<file path="src/rtl/lzw_pkg.sv">
// shared constants for the lzw encoder
// no dependencies
package lzw_pkg;

   localparam int DICT_ENTRIES_DEF = 4096;
   localparam int FIRST_PAIR_CODE  = 256;
   localparam int CODE_W           = 12;
   localparam int BYTE_W           = 8;
   localparam int EPOCH_W          = 8;

   localparam logic [EPOCH_W-1:0] EPOCH_FIRST = EPOCH_W'(1);
   localparam logic [EPOCH_W-1:0] EPOCH_LAST  = '1;

endpackage

</file>
<file path="src/rtl/lzw_core.sv">
// lzw sequencer: hash table probe, dictionary insert, code emission and clear pass
// depends on lzw_pkg; drives the hash table ram ports
module lzw_core import lzw_pkg::*; #(
   parameter int DICT_ENTRIES = DICT_ENTRIES_DEF,
   localparam int CW     = $clog2(DICT_ENTRIES),
   localparam int IW     = CW + 1,
   localparam int SLOT_W = EPOCH_W + CW + BYTE_W + CW
) (
   input  logic              clock,
   input  logic              reset,
   input  logic              req_valid,
   output logic              req_stall,
   input  logic [BYTE_W-1:0] req_data_byte,
   input  logic              req_end_of_stream,
   output logic              rsp_valid,
   input  logic              rsp_stall,
   output logic [CODE_W-1:0] rsp_code,
   output logic              rsp_last_code,
   output logic              ram_wr_en,
   output logic [IW-1:0]     ram_wr_addr,
   output logic [SLOT_W-1:0] ram_wr_data,
   output logic [IW-1:0]     ram_rd_addr,
   input  logic [SLOT_W-1:0] ram_rd_data
);

   typedef enum logic [2:0] {
      ST_CLEAR,
      ST_IDLE,
      ST_LOOK,
      ST_EMIT_MISS,
      ST_EMIT_LAST
   } state_type;

   localparam logic [CW:0] NF_FIRST = (CW+1)'(FIRST_PAIR_CODE);
   localparam logic [CW:0] NF_LIMIT = (CW+1)'(DICT_ENTRIES);

   state_type           state_ff, state_in;
   logic [CW-1:0]       pending_ff, pending_in;
   logic                pending_valid_ff, pending_valid_in;
   logic [CW:0]         nf_ff, nf_in;
   logic [EPOCH_W-1:0]  epoch_ff, epoch_in;
   logic [BYTE_W-1:0]   byte_ff, byte_in;
   logic                eos_ff, eos_in;
   logic [IW-1:0]       probe_ff, probe_in;
   logic [CW-1:0]       miss_code_ff, miss_code_in;
   logic [IW-1:0]       clr_ff, clr_in;
   logic                rsp_valid_ff, rsp_valid_in;
   logic [CODE_W-1:0]   rsp_code_ff, rsp_code_in;
   logic                rsp_last_ff, rsp_last_in;

   logic [EPOCH_W-1:0]  slot_epoch;
   logic [CW-1:0]       slot_prefix;
   logic [BYTE_W-1:0]   slot_byte;
   logic [CW-1:0]       slot_code;
   logic                slot_live;
   logic                slot_match;
   logic                out_free;
   logic                room;
   logic                req_take;
   logic                rsp_load;

   function automatic logic [IW-1:0] hash_idx(input logic [CW-1:0] prefix,
                                              input logic [BYTE_W-1:0] b);
      logic [IW-1:0] p;
      logic [IW-1:0] s;
      p = IW'(prefix);
      s = IW'(b);
      return p ^ (s << (IW - BYTE_W)) ^ s;
   endfunction

   assign slot_epoch  = ram_rd_data[SLOT_W-1 -: EPOCH_W];
   assign slot_prefix = ram_rd_data[2*CW+BYTE_W-1 -: CW];
   assign slot_byte   = ram_rd_data[CW+BYTE_W-1 -: BYTE_W];
   assign slot_code   = ram_rd_data[CW-1:0];
   assign slot_live   = (slot_epoch == epoch_ff);
   assign slot_match  = slot_live && (slot_prefix == pending_ff) && (slot_byte == byte_ff);

   assign out_free  = !rsp_valid_ff || !rsp_stall;
   assign room      = (nf_ff < NF_LIMIT);
   assign req_stall = (state_ff != ST_IDLE);
   assign req_take  = req_valid && (state_ff == ST_IDLE);

   // table port: clear sweep, or insert on a miss while the dictionary has room
   always_comb begin
      ram_wr_en   = 1'b0;
      ram_wr_addr = probe_ff;
      ram_wr_data = {epoch_ff, pending_ff, byte_ff, nf_ff[CW-1:0]};
      if (state_ff == ST_CLEAR) begin
         ram_wr_en   = 1'b1;
         ram_wr_addr = clr_ff;
         ram_wr_data = '0;
      end else if (state_ff == ST_LOOK && !slot_live && room) begin
         ram_wr_en = 1'b1;
      end
   end

   always_comb begin
      if (state_ff == ST_IDLE) begin
         ram_rd_addr = hash_idx(pending_ff, req_data_byte);
      end else begin
         ram_rd_addr = probe_ff + 1'b1;
      end
   end

   always_comb begin
      state_in         = state_ff;
      pending_in       = pending_ff;
      pending_valid_in = pending_valid_ff;
      nf_in            = nf_ff;
      epoch_in         = epoch_ff;
      byte_in          = byte_ff;
      eos_in           = eos_ff;
      probe_in         = probe_ff;
      miss_code_in     = miss_code_ff;
      clr_in           = clr_ff;
      rsp_load         = 1'b0;
      rsp_code_in      = rsp_code_ff;
      rsp_last_in      = rsp_last_ff;

      case (state_ff)
         ST_CLEAR: begin
            clr_in = clr_ff + 1'b1;
            if (clr_ff == '1) begin
               state_in = ST_IDLE;
            end
         end
         ST_IDLE: begin
            if (req_take) begin
               byte_in = req_data_byte;
               eos_in  = req_end_of_stream;
               if (!pending_valid_ff) begin
                  pending_in       = CW'(req_data_byte);
                  pending_valid_in = 1'b1;
                  state_in         = req_end_of_stream ? ST_EMIT_LAST : ST_IDLE;
               end else begin
                  probe_in = hash_idx(pending_ff, req_data_byte);
                  state_in = ST_LOOK;
               end
            end
         end
         ST_LOOK: begin
            if (slot_match) begin
               pending_in = slot_code;
               state_in   = eos_ff ? ST_EMIT_LAST : ST_IDLE;
            end else if (slot_live) begin
               probe_in = probe_ff + 1'b1;
            end else begin
               miss_code_in = pending_ff;
               pending_in   = CW'(byte_ff);
               if (room) begin
                  nf_in = nf_ff + 1'b1;
               end
               state_in = ST_EMIT_MISS;
            end
         end
         ST_EMIT_MISS: begin
            if (out_free) begin
               rsp_load    = 1'b1;
               rsp_code_in = CODE_W'(miss_code_ff);
               rsp_last_in = 1'b0;
               state_in    = eos_ff ? ST_EMIT_LAST : ST_IDLE;
            end
         end
         ST_EMIT_LAST: begin
            if (out_free) begin
               rsp_load         = 1'b1;
               rsp_code_in      = CODE_W'(pending_ff);
               rsp_last_in      = 1'b1;
               pending_in       = '0;
               pending_valid_in = 1'b0;
               nf_in            = NF_FIRST;
               if (epoch_ff == EPOCH_LAST) begin
                  epoch_in = EPOCH_FIRST;
                  state_in = ST_CLEAR;
               end else begin
                  epoch_in = epoch_ff + 1'b1;
                  state_in = ST_IDLE;
               end
            end
         end
         default: begin
            state_in = ST_CLEAR;
         end
      endcase

      if (rsp_load) begin
         rsp_valid_in = 1'b1;
      end else if (rsp_valid_ff && !rsp_stall) begin
         rsp_valid_in = 1'b0;
      end else begin
         rsp_valid_in = rsp_valid_ff;
      end
   end

   always_ff @(posedge clock) begin
      if (reset) begin
         state_ff         <= ST_CLEAR;
         pending_ff       <= '0;
         pending_valid_ff <= 1'b0;
         nf_ff            <= NF_FIRST;
         epoch_ff         <= EPOCH_FIRST;
         clr_ff           <= '0;
         rsp_valid_ff     <= 1'b0;
      end else begin
         state_ff         <= state_in;
         pending_ff       <= pending_in;
         pending_valid_ff <= pending_valid_in;
         nf_ff            <= nf_in;
         epoch_ff         <= epoch_in;
         clr_ff           <= clr_in;
         rsp_valid_ff     <= rsp_valid_in;
      end
      byte_ff      <= byte_in;
      eos_ff       <= eos_in;
      probe_ff     <= probe_in;
      miss_code_ff <= miss_code_in;
      rsp_code_ff  <= rsp_code_in;
      rsp_last_ff  <= rsp_last_in;
   end

   assign rsp_valid     = rsp_valid_ff;
   assign rsp_code      = rsp_code_ff;
   assign rsp_last_code = rsp_last_ff;

   assert property (@(posedge clock) disable iff (reset)
      nf_ff <= NF_LIMIT && nf_ff >= NF_FIRST)
      else $error("next free code out of range");

   assert property (@(posedge clock) disable iff (reset)
      rsp_load |-> (!rsp_valid_ff || !rsp_stall))
      else $error("response overwritten while held");

   assert property (@(posedge clock) disable iff (reset)
      (state_ff == ST_EMIT_LAST && out_free) |=>
         (!pending_valid_ff && nf_ff == NF_FIRST && rsp_last_ff))
      else $error("stream end did not restart dictionary");

   assert property (@(posedge clock) disable iff (reset)
      (state_ff != ST_CLEAR) |-> (epoch_ff != '0))
      else $error("live epoch matches cleared slots");

   assert property (@(posedge clock) disable iff (reset)
      (ram_wr_en && state_ff != ST_CLEAR) |-> (state_ff == ST_LOOK && !slot_live && room))
      else $error("table write outside insert");

endmodule
</file>
<file path="config.mk">
export PLATFORM = sky130hd
export DESIGN_NAME = lzw_core
export DESIGN_NICKNAME = d
export VERILOG_FILES = /design/src/rtl/lzw_pkg.sv /design/src/rtl/lzw_core.sv
export SDC_FILE = /design/constraint.sdc
export NUM_CORES = 1
export LEC_CHECK = 0
export BUFFER_PORTS_ARGS = -buffer_cell sky130_fd_sc_hd__buf_2
export CAP_MARGIN = 20
export CORE_UTILIZATION = 25
export DETAILED_ROUTE_END_ITERATION = 12
export PLACE_DENSITY_LB_ADDON = 0.15
export SKIP_CTS_REPAIR_TIMING = 1
export SYNTH_ARGS = -nofsm -noshare
export SYNTH_HDL_FRONTEND = slang
export SYNTH_SLANG_ARGS = --single-unit
</file>
<file path="constraint.sdc">
create_clock -name clock -period 2.3 [get_ports clock]
set_input_delay 0.115 -clock clock [delete_from_list [all_inputs] [get_ports clock]]
set_output_delay 0.115 -clock clock [all_outputs]
set_load 0.03 [all_outputs]
</file>
==> metrics.md <==
| Metric | Value |
|---|---|
| Crit path arrival time | 2070 ps |
| Final ANT Viol Nets | 0 |
| Critical Path Start | probe_ff[0] |
| TritonRoute pass-1 iters | 4 |
| Fill count | 2188 |
| Commonest non-fill, non-tap cell in the layout | buf_2 |
| Syn Nets | 609 |
| Total number of vias | 4555 |
| Yosys top cell area share | 0.2612 |
| Crit path capture type | output port |
| Area grow syn2layout | 28.23% |
| Leakage power | 2.692 nW |
| Placed cells | 969 |
| Share of cells above drive strength 1 | 0.3366 |
| Vias per cell | 4.578 |
| Die area | 22200 µm² |
| Clk pin slew, worst setup/hold paths | 70 ps |
| Most frequent cells in the layout | 133 x buf_2, 82 x nor2_1, 51 x dfxtp_1, 47 x edfxtp_1, 44 x xor2_1 |
| Area contributors post-synth | edfxtp_1 26%, dfxtp_1 19%, xor2_1 7.1% |
| Number of antenna violations at the first check in global routing | 1 |
| Leading area contributor after synthesis | edfxtp_1 |
| Die height | 149.0 µm |
| Synth warn | 0 |
| Cells on worst reg2reg path | 6 |
| Critical path data required time | 2180 ps |
| Die X | 149.0 µm |
| Post-synth top flop | dfxtp_1 |
| Critical Path Sink | ram_rd_addr[8] |
| Met1 usage | 0.2142 |
| 1st-iter DRT viols | 180 |
| Max-Cap Viols | 0 |
| Syn Area/Cell | 9.787 µm² |
| Max FO, Critical Path | 4 |
| FMAX | 458.1 MHz |
| CP Class | register to output port |
| Post-synth EDFFs | 47 |
| Global-route met3 utilization | 0.03486 |
| First-pass GRT wire length | 25.70 mm |
| Initial Util | 0.2562 |
| Cell count after synthesis | 552 |
| WL/cell | 16.97 µm |
| Num rows | 53 |
| Fin. Hold Viols | 0 |
| Final worst-path cycle share | 0.9491 |
| Root buf cell | clkbuf_16 |
| Cell variety after synth | 55 |
| Final nets | 771 |
| Min-Delay Path Class | input port to register |
| Crit start category | register |
| Reg area | 2432 µm² |
| Drt total wl | 16.89 mm |
| Floorplan core area | 21090 µm² |
| Worst-Skew Late Latency | 350 ps |
| Fin. max-slew vios | 0 |
| Pwr/cell area | 511.7 nW/µm² |
| Outcome | complete, no violations |
| Max VDD drop | 0.0002668 V |
| Global route hottest layer | met2 |
| CTS tree | yes |
| Flop pwr share | 0.515 |
| Area occupied by multi-input gates | 2804 µm² |
| Grt met2 use | 0.2395 |
| Largest net degree at the start of global routing | 29 |
| Final min period | 2183 ps |
| Worst flop-to-flop path startpoint | pending_ff[0] |
| Final Skew | 6.993 ps |
| DP Worst Slack | 137.4 ps |
| R2R Path End | pending_ff[1] |
| H-tree levels | 3 |
| Sw Pwr | 0.7976 mW |
| IO Port Bufs | 134 |
| Maximum root-to-sink buffer count | 2 |
| Sw Share | 0.2250 |
| Synthesized area | 5403 µm² |
| Slew margin rel. | 0.5635 |
| Io pins | 135 |
| Setup violators final | 0 |
| CTS sink count | 98 |
| Clock Power Share | 0.429 |
| Final worst-path setup slack | 117.0 ps |
| Worst Tran Pin Value | 654.8 ps |
| Final Wtd Congestion | 0.8483 |
| Seq/Total Area, Yosys | 0.4502 |
| Num CTS Buffers | 9 |
| Layout Cells excl Fill | 995 |
| Dpl hpwl | 12.94 mm |
| Drt drc | 0 |
| Reg2reg setup slack | 150 ps |
| Post-synthesis async set-or-reset flop share | 0 |
| Logic pwr share | 0.055 |
| GRT Residual Overflow | 0 |
| Total GRT Usage | 0.1542 |
| P_int | 2.747 mW |
| Vias in the first global route | 4501 |
| Post-synthesis register bit count | 98 |
[worst min-delay path by stage]
stage / startpoint / to / slack, ps / cells after the start
final: req_data_byte[3] / byte_ff[3] / 10 / 1
after global routing: req_data_byte[3] / byte_ff[3] / 8 / 1
after CTS: req_end_of_stream / eos_ff / -40 / 1
after detailed placement: req_end_of_stream / eos_ff / 330 / 1
after global placement: req_end_of_stream / eos_ff / 320 / 1
after floorplan: req_data_byte[0] / byte_ff[0] / 210 / 0
[synth_stat cells (all sizes together), types with 2 or more instances]
cell type and instances:
nor2 84, a21o 3, xnor2 36, or2 2, nor3 5, buf 10
nor3b 2, nor4 5, nand2 26, and2 2, o21bai 2, a22oi 12
and3 6, nand4 14, o21ai 12, or4 2, o21a 2, mux2 25
a211oi 2, nor2b 33, a21oi 43, nand2b 5, nand3 18, and4 3
edfxtp 47, ha 4, o2111ai 3, a221oi 7, or3 2, inv 14
clkbuf 16, dfxtp 51, xor2 44
[cells by family after synthesis]
logic type,count (synthesis),synth area share
adders and majority gates,4,0.009264
DFF,98,0.4502
and+or+nand+nor,209,0.1973
AOI/OAI and AO/OA,95,0.1269
muxes,26,0.05396
buffers and inverters,40,0.03265
xor gates and xnor gates,80,0.1297
[registers in the layout, indices dropped and copies added, names as in the netlist]
name / cells
pending_ff: 12
rsp_valid: 1
rsp_last_code: 1
eos_ff: 1
state_ff: 3
rsp_code: 12
clr_ff: 13
byte_ff: 8
nf_ff: 13
miss_code_ff: 12
epoch_ff: 8
pending_valid_ff: 1
probe_ff: 13
[per-layer routing]
metal  vias to the layer above  routed length (µm)
li1                       2266                   -
met1                      2162                8275
met2                       115                7549
met3                        12                 918
met4                         0                 146
met5                         -                   0
[power by group through the flow]
stage | Combinational, mW | Sequential [mW] | Clock [mW]
after CTS | 0.195 | 1.83 | 1.57
final | 0.196 | 1.83 | 1.52
after global routing | 0.215 | 1.83 | 1.65
after floorplan | 0.0962 | 1.86 | 0
after detailed placement | 0.193 | 1.87 | 0
after global placement | 0.193 | 1.87 | 0
[layout make-up]
type | count | share of cell area
Timing Repair Buffer | 177 | 0.1441
Tap cell | 275 | 0.04967
Inverter | 14 | 0.007585
Clock inverter | 7 | 0.009933
Clock buffer | 9 | 0.03251
Antenna cell | 1 | 0.0003612
Sequential cell | 98 | 0.3511
Multi-Input combinational cell | 414 | 0.4047
[per-stage QoR]
step / hold WS, ps / power, mW / util / instance area, µm² / setup TNS [ps]
6_report: 14.55 / 3.545 / 0.3285 / 6928 / 0
5_1_grt: 8.152 / 3.689 / 0.3285 / 6928 / -55.54
4_1_cts: -44.99 / 3.591 / 0.3248 / 6849 / -63.62
3_5_place_dp: 327.6 / 2.059 / 0.3108 / 6555 / 0
3_3_place_gp: 323.6 / 2.059 / 0.3108 / 6555 / 0
2_1_floorplan: 213.9 / 1.961 / - / 5403 / 0
[worst max-delay path, stage by stage, from the launching register on]
cell      delay (ps)
edfxtp_1         440
ha_1             250
and3_2           250
nand2_1          110
nor2_2            60
buf_4            130
xnor2_1          130
a21oi_1          140
buf_2            210
No activity file was read; power rests on OpenSTA's default activity.
